$ cat src/rtl/core/atmt_pkg.sv
// ----------------------------------------------------------------------------
// atmt_pkg
// Shared types, constants and helpers for the access tag match table.
// ----------------------------------------------------------------------------
package atmt_pkg;

    localparam int TABLE_DEPTH_DEF = 16;
    localparam int UID_MAX_BYTES   = 10;
    localparam int COUNT_OUT_W     = 5;

    // Operation codes
    localparam logic [2:0] KIND_CHECK   = 3'd0;
    localparam logic [2:0] KIND_ADD     = 3'd1;
    localparam logic [2:0] KIND_REMOVE  = 3'd2;
    localparam logic [2:0] KIND_CHG_UID = 3'd3;
    localparam logic [2:0] KIND_CHG_LVL = 3'd4;

    typedef struct packed {
        logic [63:0] lo;
        logic [15:0] hi;
        logic [3:0]  len;
    } t_uid;

    typedef struct packed {
        t_uid       uid;
        logic [7:0] level;
    } t_entry;

    typedef struct packed {
        logic [2:0] kind;
        t_uid       key;
        t_uid       new_key;
        logic [7:0] level;
    } t_op;

    // Sequencing strobes from the top level to every cell
    typedef struct packed {
        logic match_en;
        logic apply_en;
    } t_ctl;

    // Hit information rippled along the cell row
    typedef struct packed {
        logic uid_seen;
        logic full_seen;
    } t_chain;

    // Saturate the length and clear the bytes at and above it
    function automatic t_uid mask_uid(input logic [63:0] lo, input logic [15:0] hi,
                                      input logic [3:0] len_raw);
        t_uid        res;
        logic [3:0]  len;
        logic [79:0] bytes;
        len   = (len_raw > 4'(UID_MAX_BYTES)) ? 4'(UID_MAX_BYTES) : len_raw;
        bytes = {hi, lo};
        for (int b = 0; b < UID_MAX_BYTES; b++) begin
            if (4'(b) >= len) begin
                bytes[8*b +: 8] = 8'h00;
            end
        end
        res.lo  = bytes[63:0];
        res.hi  = bytes[79:64];
        res.len = len;
        return res;
    endfunction

endpackage

$ cat src/rtl/core/atmt_req_if.sv
// ----------------------------------------------------------------------------
// atmt_req_if
// Request channel: one table operation per beat.
// ----------------------------------------------------------------------------
interface atmt_req_if;
    logic        valid;
    logic        ready;
    logic [2:0]  kind;
    logic [63:0] key_low;
    logic [15:0] key_high;
    logic [3:0]  key_len;
    logic [63:0] new_key_low;
    logic [15:0] new_key_high;
    logic [3:0]  new_key_len;
    logic [7:0]  level;

    modport source (
        output valid, kind, key_low, key_high, key_len,
               new_key_low, new_key_high, new_key_len, level,
        input  ready
    );
    modport sink (
        input  valid, kind, key_low, key_high, key_len,
               new_key_low, new_key_high, new_key_len, level,
        output ready
    );
endinterface

$ cat src/rtl/core/atmt_rsp_if.sv
// ----------------------------------------------------------------------------
// atmt_rsp_if
// Response channel: success flag and entry count, one beat per operation.
// ----------------------------------------------------------------------------
interface atmt_rsp_if;
    logic       valid;
    logic       ready;
    logic       ok;
    logic [4:0] entry_count;

    modport source (output valid, ok, entry_count, input ready);
    modport sink   (input valid, ok, entry_count, output ready);
endinterface

$ cat src/rtl/core/atmt_cell.sv
// ----------------------------------------------------------------------------
// atmt_cell
// One table entry: stores a UID and level, compares against the broadcast
// key and takes its upper neighbor's entry when the table compacts.
// ----------------------------------------------------------------------------
module atmt_cell
    import atmt_pkg::*;
#(
    parameter int IDX   = 0,
    parameter int CNT_W = 5
) (
    input  logic             i_clk,
    input  t_ctl             i_ctl,
    input  t_op              i_op,
    input  logic [CNT_W-1:0] i_count,
    input  t_entry           i_next,
    input  t_chain           i_chain,
    output t_entry           o_entry,
    output t_chain           o_chain
);

    localparam logic [CNT_W:0] IDX_C  = (CNT_W+1)'(IDX);
    localparam logic [CNT_W:0] IDX_P1 = (CNT_W+1)'(IDX + 1);

    t_entry r_entry;
    logic   r_uid_hit;
    logic   r_lvl_hit;

    logic   w_valid;
    logic   w_first;
    logic   w_shift;
    logic   w_tail;

    // Decode position against the fill count and the hit ripple
    always_comb begin
        w_valid = IDX_C < {1'b0, i_count};
        w_tail  = IDX_C == {1'b0, i_count};
        w_first = r_uid_hit && !i_chain.uid_seen;
        w_shift = (r_uid_hit || i_chain.uid_seen) && (IDX_P1 < {1'b0, i_count});
        o_chain.uid_seen  = i_chain.uid_seen || r_uid_hit;
        o_chain.full_seen = i_chain.full_seen || (r_uid_hit && r_lvl_hit);
        o_entry = r_entry;
    end

    // Register compare results, then apply the update
    always_ff @(posedge i_clk) begin
        if (i_ctl.match_en) begin
            r_uid_hit <= w_valid && (r_entry.uid == i_op.key);
            r_lvl_hit <= r_entry.level == i_op.level;
        end
        if (i_ctl.apply_en) begin
            case (i_op.kind)
                KIND_ADD: begin
                    if (w_tail) begin
                        r_entry.uid   <= i_op.key;
                        r_entry.level <= i_op.level;
                    end
                end
                KIND_REMOVE: begin
                    if (w_shift) begin
                        r_entry <= i_next;
                    end
                end
                KIND_CHG_UID: begin
                    if (w_first) begin
                        r_entry.uid <= i_op.new_key;
                    end
                end
                KIND_CHG_LVL: begin
                    if (w_first) begin
                        r_entry.level <= i_op.level;
                    end
                end
                default: begin
                end
            endcase
        end
    end

endmodule

$ cat src/rtl/core/access_tag_match_table.sv
// ----------------------------------------------------------------------------
// access_tag_match_table
// Table of authorized tag UIDs with access levels, built as a row of cells.
// ----------------------------------------------------------------------------
// Usage:
//   i_req carries one operation per beat (check, add, remove, change uid,
//   change level) with the key UID, replacement UID and level. o_rsp returns
//   one beat per operation: the success flag and the entry count afterwards.
//   For each operation the request beat is registered, every cell registers
//   its compare result in the next cycle, and then the cells update in place
//   (remove shifts later entries down one cell) while the response is loaded
//   into the output register. No new request is taken until the previous
//   update is done, so operations do not overlap in the cell row. The
//   first-match ripple runs across all cells.
//   Reset empties the table (count cleared) and drops any pending response.
//   While the receiver stalls, the response holds in the output register and
//   a finished update waits in the update step without touching the table.
// ----------------------------------------------------------------------------
module access_tag_match_table
    import atmt_pkg::*;
#(
    parameter int TABLE_DEPTH = TABLE_DEPTH_DEF
) (
    input  logic       i_clk,
    input  logic       i_rst_n,
    atmt_req_if.sink   i_req,
    atmt_rsp_if.source o_rsp
);

    localparam int CNT_W = $clog2(TABLE_DEPTH + 1);

    typedef enum logic [1:0] {
        S_IDLE,
        S_MATCH,
        S_APPLY
    } t_state;

    t_state           r_state;
    t_op              r_op;
    logic [CNT_W-1:0] r_count;
    logic [CNT_W-1:0] n_count;
    logic             r_out_valid;
    logic             r_ok;
    logic             n_ok;
    logic [CNT_W-1:0] r_out_count;

    t_ctl             w_ctl;
    logic             w_accept;
    logic             w_apply;
    logic [CNT_W+COUNT_OUT_W-1:0] w_cnt_ext;

    t_entry           w_ent   [TABLE_DEPTH+1];
    t_chain           w_chain [TABLE_DEPTH+1];

    // Handshake and sequencing strobes
    always_comb begin
        i_req.ready     = r_state == S_IDLE;
        w_accept        = i_req.valid && (r_state == S_IDLE);
        w_apply         = (r_state == S_APPLY) && (!r_out_valid || o_rsp.ready);
        w_ctl.match_en  = r_state == S_MATCH;
        w_ctl.apply_en  = w_apply;
    end

    // Cell row; the top cell sees an empty neighbor
    assign w_ent[TABLE_DEPTH] = '0;
    assign w_chain[0]         = '0;

    for (genvar g = 0; g < TABLE_DEPTH; g++) begin : g_cell
        atmt_cell #(
            .IDX   (g),
            .CNT_W (CNT_W)
        ) u_cell (
            .i_clk   (i_clk),
            .i_ctl   (w_ctl),
            .i_op    (r_op),
            .i_count (r_count),
            .i_next  (w_ent[g+1]),
            .i_chain (w_chain[g]),
            .o_entry (w_ent[g]),
            .o_chain (w_chain[g+1])
        );
    end

    // Result and next count from the fill count and the far end of the ripple
    always_comb begin
        n_ok    = 1'b0;
        n_count = r_count;
        case (r_op.kind)
            KIND_CHECK: begin
                n_ok = w_chain[TABLE_DEPTH].full_seen;
            end
            KIND_ADD: begin
                if (r_count < CNT_W'(TABLE_DEPTH)) begin
                    n_ok    = 1'b1;
                    n_count = r_count + CNT_W'(1);
                end
            end
            KIND_REMOVE: begin
                if (w_chain[TABLE_DEPTH].uid_seen) begin
                    n_ok    = 1'b1;
                    n_count = r_count - CNT_W'(1);
                end
            end
            KIND_CHG_UID, KIND_CHG_LVL: begin
                n_ok = w_chain[TABLE_DEPTH].uid_seen;
            end
            default: begin
            end
        endcase
    end

    // Hold state, count and the response register
    always_ff @(posedge i_clk) begin
        if (!i_rst_n) begin
            r_state     <= S_IDLE;
            r_count     <= '0;
            r_out_valid <= 1'b0;
        end else begin
            if (o_rsp.ready) begin
                r_out_valid <= 1'b0;
            end
            case (r_state)
                S_IDLE: begin
                    if (w_accept) begin
                        r_state <= S_MATCH;
                    end
                end
                S_MATCH: begin
                    r_state <= S_APPLY;
                end
                S_APPLY: begin
                    if (w_apply) begin
                        r_state     <= S_IDLE;
                        r_count     <= n_count;
                        r_out_valid <= 1'b1;
                        r_ok        <= n_ok;
                        r_out_count <= n_count;
                    end
                end
                default: begin
                    r_state <= S_IDLE;
                end
            endcase
        end
    end

    // Capture the request beat with normalized UIDs
    always_ff @(posedge i_clk) begin
        if (w_accept) begin
            r_op.kind    <= i_req.kind;
            r_op.key     <= mask_uid(i_req.key_low, i_req.key_high, i_req.key_len);
            r_op.new_key <= mask_uid(i_req.new_key_low, i_req.new_key_high,
                                     i_req.new_key_len);
            r_op.level   <= i_req.level;
        end
    end

    // Drive the response channel
    assign w_cnt_ext         = {{COUNT_OUT_W{1'b0}}, r_out_count};
    assign o_rsp.valid       = r_out_valid;
    assign o_rsp.ok          = r_ok;
    assign o_rsp.entry_count = w_cnt_ext[COUNT_OUT_W-1:0];

endmodule

$ cat src/flat_wrapper.sv
// flat-port wrapper written by rule: the top's interface ports become plain ports
module access_tag_match_table_flat import atmt_pkg::*;
#(
    parameter int TABLE_DEPTH = TABLE_DEPTH_DEF
)
  (i_clk, i_rst_n, i_req_valid, i_req_kind, i_req_key_low, i_req_key_high, i_req_key_len, i_req_new_key_low, i_req_new_key_high, i_req_new_key_len, i_req_level, i_req_ready, o_rsp_valid, o_rsp_ok, o_rsp_entry_count, o_rsp_ready);
  atmt_req_if i_req_i ();
  atmt_rsp_if o_rsp_i ();
  input  logic i_clk;
  input  logic i_rst_n;
  input wire logic [$bits(i_req_i.valid)-1:0] i_req_valid;
  input wire logic [$bits(i_req_i.kind)-1:0] i_req_kind;
  input wire logic [$bits(i_req_i.key_low)-1:0] i_req_key_low;
  input wire logic [$bits(i_req_i.key_high)-1:0] i_req_key_high;
  input wire logic [$bits(i_req_i.key_len)-1:0] i_req_key_len;
  input wire logic [$bits(i_req_i.new_key_low)-1:0] i_req_new_key_low;
  input wire logic [$bits(i_req_i.new_key_high)-1:0] i_req_new_key_high;
  input wire logic [$bits(i_req_i.new_key_len)-1:0] i_req_new_key_len;
  input wire logic [$bits(i_req_i.level)-1:0] i_req_level;
  output wire logic [$bits(i_req_i.ready)-1:0] i_req_ready;
  output wire logic [$bits(o_rsp_i.valid)-1:0] o_rsp_valid;
  output wire logic [$bits(o_rsp_i.ok)-1:0] o_rsp_ok;
  output wire logic [$bits(o_rsp_i.entry_count)-1:0] o_rsp_entry_count;
  input wire logic [$bits(o_rsp_i.ready)-1:0] o_rsp_ready;
  assign i_req_i.valid = i_req_valid;
  assign i_req_i.kind = i_req_kind;
  assign i_req_i.key_low = i_req_key_low;
  assign i_req_i.key_high = i_req_key_high;
  assign i_req_i.key_len = i_req_key_len;
  assign i_req_i.new_key_low = i_req_new_key_low;
  assign i_req_i.new_key_high = i_req_new_key_high;
  assign i_req_i.new_key_len = i_req_new_key_len;
  assign i_req_i.level = i_req_level;
  assign i_req_ready = i_req_i.ready;
  assign o_rsp_valid = o_rsp_i.valid;
  assign o_rsp_ok = o_rsp_i.ok;
  assign o_rsp_entry_count = o_rsp_i.entry_count;
  assign o_rsp_i.ready = o_rsp_ready;
  access_tag_match_table #(.TABLE_DEPTH(TABLE_DEPTH)) u_core (.i_clk(i_clk), .i_rst_n(i_rst_n), .i_req(i_req_i), .o_rsp(o_rsp_i));
endmodule
$ cat config.mk
export PLATFORM = sky130hd
export DESIGN_NAME = access_tag_match_table_flat
export DESIGN_NICKNAME = d
export VERILOG_FILES = /design/src/rtl/core/atmt_pkg.sv /design/src/rtl/core/atmt_req_if.sv /design/src/rtl/core/atmt_rsp_if.sv /design/src/rtl/core/atmt_cell.sv /design/src/rtl/core/access_tag_match_table.sv /design/src/flat_wrapper.sv
export SDC_FILE = /design/constraint.sdc
export NUM_CORES = 2
export LEC_CHECK = 0
export BUFFER_PORTS_ARGS = -buffer_cell sky130_fd_sc_hd__buf_2
export CAP_MARGIN = 5
export CORE_MARGIN = 2
export CORE_UTILIZATION = 45
export CTS_CLUSTER_DIAMETER = 50
export CTS_CLUSTER_SIZE = 40
export DETAILED_ROUTE_END_ITERATION = 8
export REMOVE_ABC_BUFFERS = 1
export SLEW_MARGIN = 10
export SYNTH_ARGS = -nofsm -noshare
export SYNTH_HDL_FRONTEND = slang
export SYNTH_SLANG_ARGS = --single-unit
$ cat constraint.sdc
create_clock -name i_clk -period 11.9 [get_ports i_clk]
set_input_delay 2.38 -clock i_clk [delete_from_list [all_inputs] [get_ports i_clk]]
set_output_delay 2.38 -clock i_clk [all_outputs]
set_load 0.03 [all_outputs]
Word-level counts from Yosys, hierarchy flattened
Cells that the tools add are included.
W data, S select, Z words.
{ "totals": {"regBits": 1697, "elab_cells": 549} }
{ "op_classes": {"reduce_logical": 153, "muxes": 110, "add_sub_neg": 2, "order_cmp": 40, "eq_ne": 119} }
{ "op_table": {"columns": ["operator", "count"], "rows": [
  ["$pmux W84 S3", 16],
  ["$mux W92", 32],
  ["$eq A84 B84 Y1", 16],
  ["$mux W84", 16],
  ["$pmux W8 S3", 16],
  ["$reduce_and A5 Y1", 32],
  ["$eq A8 B8 Y1", 16],
  ["$mux W8", 16],
  ["$ne A2 B2 Y1 const B", 64],
  ["$logic_and A1 B1 Y1", 65],
  ["$eq A4 B5 Y1 const A", 8],
  ["$lt A4 B5 Y1 const A", 8],
  ["$ge A3 B4 Y1 const A", 8],
  ["$logic_or A1 B1 Y1", 31],
  ["$eq A3 B5 Y1 const A", 4],
  ["$lt A3 B5 Y1 const A", 4],
  ["$ge A1 B4 Y1 const A", 4],
  ["$ge A2 B4 Y1 const A", 4],
  ["$ge A4 B4 Y1 const A", 4],
  ["$logic_not A1 Y1", 16],
  ["$eq A2 B5 Y1 const A", 2],
  ["$lt A1 B5 Y1 const A", 2],
  ["$lt A2 B5 Y1 const A", 2],
  ["$mux W5", 2],
  ["25 further kinds", 36]
]} }

Depth between registers and ports, before layout
{ "logic_depth": {"ltp_word": 18, "depth_mapped": 8, "ltp_nobuf": 6} }

Modules after synthesis
From an unflattened synthesis, not the netlist that was laid out.
{ "hier_totals": {"cells_unflattened": 9012, "hier_area_um2": 100448.8} }
{ "modules_own_cells": {"columns": ["mod", "area_per_inst_um2", "cells_each", "instances", "seq_area_each_um2"], "rows": [
  ["access_tag_match_table", 7480.9, 466, 1, 5715.5],
  ["atmt_cell at u_core.g_cell[15].u_cell", 5894.4, 557, 1, 2822.7],
  ["atmt_cell at u_core.g_cell[11].u_cell", 5864.4, 527, 1, 2822.7],
  ["atmt_cell at u_core.g_cell[7].u_cell", 5855.6, 555, 1, 2822.7],
  ["atmt_cell at u_core.g_cell[8].u_cell", 5848.1, 562, 1, 2822.7],
  ["atmt_cell at u_core.g_cell[13].u_cell", 5828.1, 525, 1, 2822.7],
  ["atmt_cell at u_core.g_cell[12].u_cell", 5818.1, 528, 1, 2822.7],
  ["atmt_cell at u_core.g_cell[4].u_cell", 5816.8, 528, 1, 2822.7],
  ["atmt_cell at u_core.g_cell[10].u_cell", 5809.3, 546, 1, 2822.7],
  ["atmt_cell at u_core.g_cell[2].u_cell", 5803.1, 528, 1, 2822.7],
  ["atmt_cell at u_core.g_cell[14].u_cell", 5795.6, 526, 1, 2822.7],
  ["atmt_cell at u_core.g_cell[5].u_cell", 5793.1, 527, 1, 2822.7],
  ["atmt_cell at u_core.g_cell[3].u_cell", 5785.5, 528, 1, 2822.7],
  ["atmt_cell at u_core.g_cell[1].u_cell", 5779.3, 527, 1, 2822.7],
  ["+3 rows", null, null, null, null]
]} }

Least setup slack after synthesis
No wires, ideal clock.
{ "synth_path": {"path_type": "input port to flip-flop", "from": "input port o_rsp_ready", "to": "register u_core.g_cell[0].u_cell.r_entry (netlist bit u_core.g_cell[0].u_cell.o_entry[10]), enable pin", "cell_stages": 5, "arrival_ns": 11.149, "setup_ns": 0.733, "path_slack_ns": 0.018, "n_path_buf": 1, "path_cell_list": "nand2b_1 > nand2b_1 > clkbuf_2 > or3_1 > nor4_1"} }
{ "synth_via": {"elab_chain_cells": 3} }
{ "synth_rtl": {"columns": ["item", "line_no", "text"], "rows": [
  ["start, declared", "flat_wrapper.sv:24", "input wire logic [$bits(o_rsp_i.ready)-1:0] o_rsp_ready;"],
  ["$logic_or A1 B1 Y1", "access_tag_match_table.sv:59", "w_apply = (r_state == S_APPLY) && (!r_out_valid || o_rsp.ready);"],
  ["$logic_and A1 B1 Y1", "access_tag_match_table.sv:59", null],
  ["$reduce_and A5 Y1 (no source line)", null, null],
  ["end signal, assigned", "atmt_cell.sv:61", "r_entry <= i_next;"],
  ["end, declared", "atmt_cell.sv:25", "t_entry r_entry;"]
]} }
Every way passes these cells.
A chain may end at the register's enable or synchronous reset.

Worst setup path in the final report
{ "layout_path": {"from": "register u_core.r_op[178] (netlist bit)", "to": "register u_core.g_cell[1].u_cell.r_entry (netlist bit u_core.g_cell[1].u_cell.o_entry[39]) (data pin)"} }
{ "layout_via": {"elab_chain_cells": 2} }
{ "layout_rtl": {"columns": ["item", "line_no", "text"], "rows": [
  ["start, declared", "access_tag_match_table.sv:39", "t_op r_op;"],
  ["$eq A3 B2 Y1 / $eq A3 B1 Y1 (equally long branches)", "atmt_cell.sv:52", "case (i_op.kind)"],
  ["$pmux W84 S3 *", "atmt_cell.sv:52", null],
  ["end signal, assigned", "atmt_cell.sv:61", null],
  ["end, declared", "atmt_cell.sv:25", null]
]} }
Mark *: on every way between the ends. The rest lies on a longest branch, timed or not.

==> flow_summary.toml <==
[run_status]
status = "completed"

[timing]
tightest_slew_ns = 1.41
grt_setup_unrepaired = "false"
fin_crit_ns = 5.61
setup_tns_ns = 0
max_freq_mhz = 178
skew_ns = 0.0376
drv_slew = 0
setup_viol_count_final = 0
slew_headroom_pct = 5.70
finalCritPeriodShare_pct = 47.1
setup_ws_ns = 6.29
final_hold_viol_count = 0
worst_hold_slack_ns = 0.558

[cells_and_area]
instances_no_fill = 8990
regArea_sq_um = 50900
fill_cells = 16000
layout-drive-gt1-share_pct = 11.7
final_nets = 6562
multiInputGateArea_sq_um = 30400
syn_to_final_growth_pct = 12.2

[cts]
cts_root_buf = "clkbuf_16"
numCtsBuffers = 180
cts_resized = 0
cts_sinks = 1697
cts_max_path_buffers = 3
cts_tree = "built"
post_cts_buffers = 0
cts_hold_buf = 0
worstSkewPairLatency_ns = 0.85
clkTransAtPathRegs_ns = 0.07
htreeDepth = 4

[routing]
finalWirelength_mm = 321
post-route-drc-count = 0
ant_nets = 0
wire_per_inst_um = 35.7
routed-via-count = 53500
via_per_inst = 5.95
drt_pass1_iterations = 6
drt_iter0_drc = 6291

[floorplanning]
fp.dieW_um = 434
core-area_sq_um = 183000
rows = 157
initial_utilization_pct = 45.4
boundaryPins = 191
die_h_um = 434
dieArea_sq_um = 188000

[pwr]
switching_share_pct = 27.1
p_int_mw = 10.7
combPwrFrac_pct = 12.7
p_leak_nw = 37.2
p_total_mw = 14.7
power_switching_mw = 3.98
pwr-share-clk_pct = 40.7
peakVddDrop_v = 0.000134
seqPwrFrac_pct = 46.7
power_density_nw_per_um2 = 157

[yosys]
synth_xor_xnor_area_share_pct = 14.8
synthSimpleGateAreaFrac_pct = 7.13
syn_inst = 6294
synth_warnings = 0
yosysMostFrequentCell = "edfxtp_1"
ys_seq_area_share_pct = 61.1
synth-compound-area-share_pct = 14.1
yosysTopAreaCellShare_pct = 60.9
muxShareOfSynthArea_pct = 0.0241
synth_fa_ha_area_share_pct = 0.0902
synth_top_family_by_area = "XOR/XNOR gates"
synthTopCellsByCount = "edfxtp_1, a21o_1, xnor2_1, xor2_1, clkbuf_1"
ys_types = 63
synth_area_per_cell_sq_um = 13.2
synth.ff_latch_count = 1697
ys.flop_type = "edfxtp_1"
syn_area_sq_um = 83200
synth_top_cell_by_area = "edfxtp_1"
synth_edf_count = 1689
ys_async_sr_fraction_pct = 0
synth_area_leaders = "edfxtp_1, a21o_1, xnor2_1"

[worst_setup_path]
r2r-start = "u_core.r_op[178]$_DFFE_PP_"
critical_path_arrival_ns = 6.31
cp_slowest_cell = "buf_4"
r2r_slack_ns = 6.29
end_kind = "flip-flop"
crit_type = "reg2reg"
critPathMaxStageDelay_ns = 1.05
critical_path_required_ns = 12.60
r2r_cells = 7
crit_path_frequent_cell = "buf_4"
crit_chain = "nand2b_4 -> nor2_4 -> buf_4 -> buf_4 -> buf_12 -> buf_4 -> a21o_1"
worstPathMaxFanout = 240
timing.rr.end = "u_core.g_cell[1].u_cell.o_entry[39]$_DFFE_PP_"
cp-start-kind = "flip-flop"

[run]
drv_cap = 0

[placed_design]
place_inst = 8655
preCtsSetupSlack_ns = 5.97
dp_hpwl_mm = 250
io_buffers = 190
gp_congestion = 1.15

[grt]
grt_max_degree = 241
grt_pass1_wl_mm = 436
grt_pass1_vias = 52300
antenna_found_initial = 5
overflow = 0
grt_use_total_pct = 34.0

[hold_path]
hold_path_depth = 1
hold_class = "reg2reg"
hold_start = "u_core.g_cell[15].u_cell.o_entry[72]$_DFFE_PP_"
hold_end = "u_core.g_cell[14].u_cell.o_entry[72]$_DFFE_PP_"
final cells by class:
cell class,count,share of cell area [%]
well taps,2464,3.30
clock buffers,190,4.98
multi-input cells,4047,32.6
diodes,3,0.00804
repair buffers,395,2.72
flip-flops and latches,1697,54.5
clock inverters,142,1.74
inverters,52,0.209
cells by family (layout without fill, tap and decap cells):
logic type	after synthesis	count (layout)
flip-flops	1697	1697
AND/OR/NAND/NOR	1052	1052
adder cells (fa/ha/maj)	6	6
multiplexers	2	2
AO/OA/AOI/OAI	1577	1577
buffers and inverters	550	779
other	0	3
XOR/XNOR	1410	1410
state kept, by name, indices dropped and copies added, names as in the netlist:
signal and flops:
u_core.g_cell.u_cell.r_uid_hit 16, u_core.o_rsp.valid 1, u_core.g_cell.u_cell.o_entry 1472, u_core.r_count 5
u_core.g_cell.u_cell.r_lvl_hit 16, u_core.r_state 2, u_core.r_op 179, u_core.o_rsp.ok 1
u_core.o_rsp.entry_count 5
placed cells by master (no fill, tap or decap), types with 58 or more instances in the layout:
master / n
and2_1: 58
a21o_1: 1386
nor2b_1: 131
nor4_1: 169
xnor2_1: 1007
nand4_1: 290
xor2_1: 403
nand2_1: 166
buf_2: 190
nand3_1: 95
edfxtp_1: 1689
buf_4: 201
clkbuf_16: 185
layer usage:
| metal | GRT usage, % | up-vias | share of wire (%) |
|---|---|---|---|
| met2 | 51.7 | 2639 | 44 |
| met3 | 4.25 | 615 | 6.2 |
| li1 | - | 23300 | - |
| met1 | 44.6 | 26900 | 40 |
| met5 | 0 | - | 0 |
| met4 | 25.9 | 0 | 9.1 |
stage by stage:
| stage | instance area [sq um] | util, % |
|---|---|---|
| 3_3_place_gp | 87100 | 47.5 |
| 3_5_place_dp | 87100 | 47.5 |
| 5_1_grt | 93400 | 50.9 |
| 4_1_cts | 93400 | 50.9 |
| 2_1_floorplan | 81200 | - |
| 6_report | 93400 | 50.9 |
critical path, delay by kind of cell, from the launching register on:
| kind | cells | cell delay [ns] |
|---|---|---|
| AOI/OAI and AO/OA | 1 | 0.24 |
| DFF | 1 | 0.56 |
| and+or+nand+nor | 2 | 1.31 |
| buffers and inverters | 4 | 3.05 |
worst max path at each step:
stage	start	end	slack [ns]
after floorplan	u_core.r_op[176]$_DFFE_PP_	u_core.g_cell[11].u_cell.o_entry[0]$_DFFE_PP_	-46.49
after global placement	o_rsp_ready	u_core.g_cell[14].u_cell.o_entry[38]$_DFFE_PP_	5.93
after detailed placement	o_rsp_ready	u_core.g_cell[14].u_cell.o_entry[38]$_DFFE_PP_	5.97
after CTS	u_core.r_op[178]$_DFFE_PP_	u_core.g_cell[1].u_cell.o_entry[45]$_DFFE_PP_	6.37
after global routing	u_core.r_op[178]$_DFFE_PP_	u_core.g_cell[0].u_cell.o_entry[52]$_DFFE_PP_	5.89
final	u_core.r_op[178]$_DFFE_PP_	u_core.g_cell[1].u_cell.o_entry[39]$_DFFE_PP_	6.29
power by group through the flow:
stage | logic [mW] | clock network, mW | registers, mW
floorplan | 1.02 | 0 | 7.09
CTS | 1.82 | 6.02 | 6.84
global placement | 1.80 | 0 | 6.97
global route | 1.93 | 6.24 | 6.85
finish | 1.86 | 5.97 | 6.85
detailed placement | 1.80 | 0 | 6.97
No activity file was read; power rests on OpenSTA's default activity.
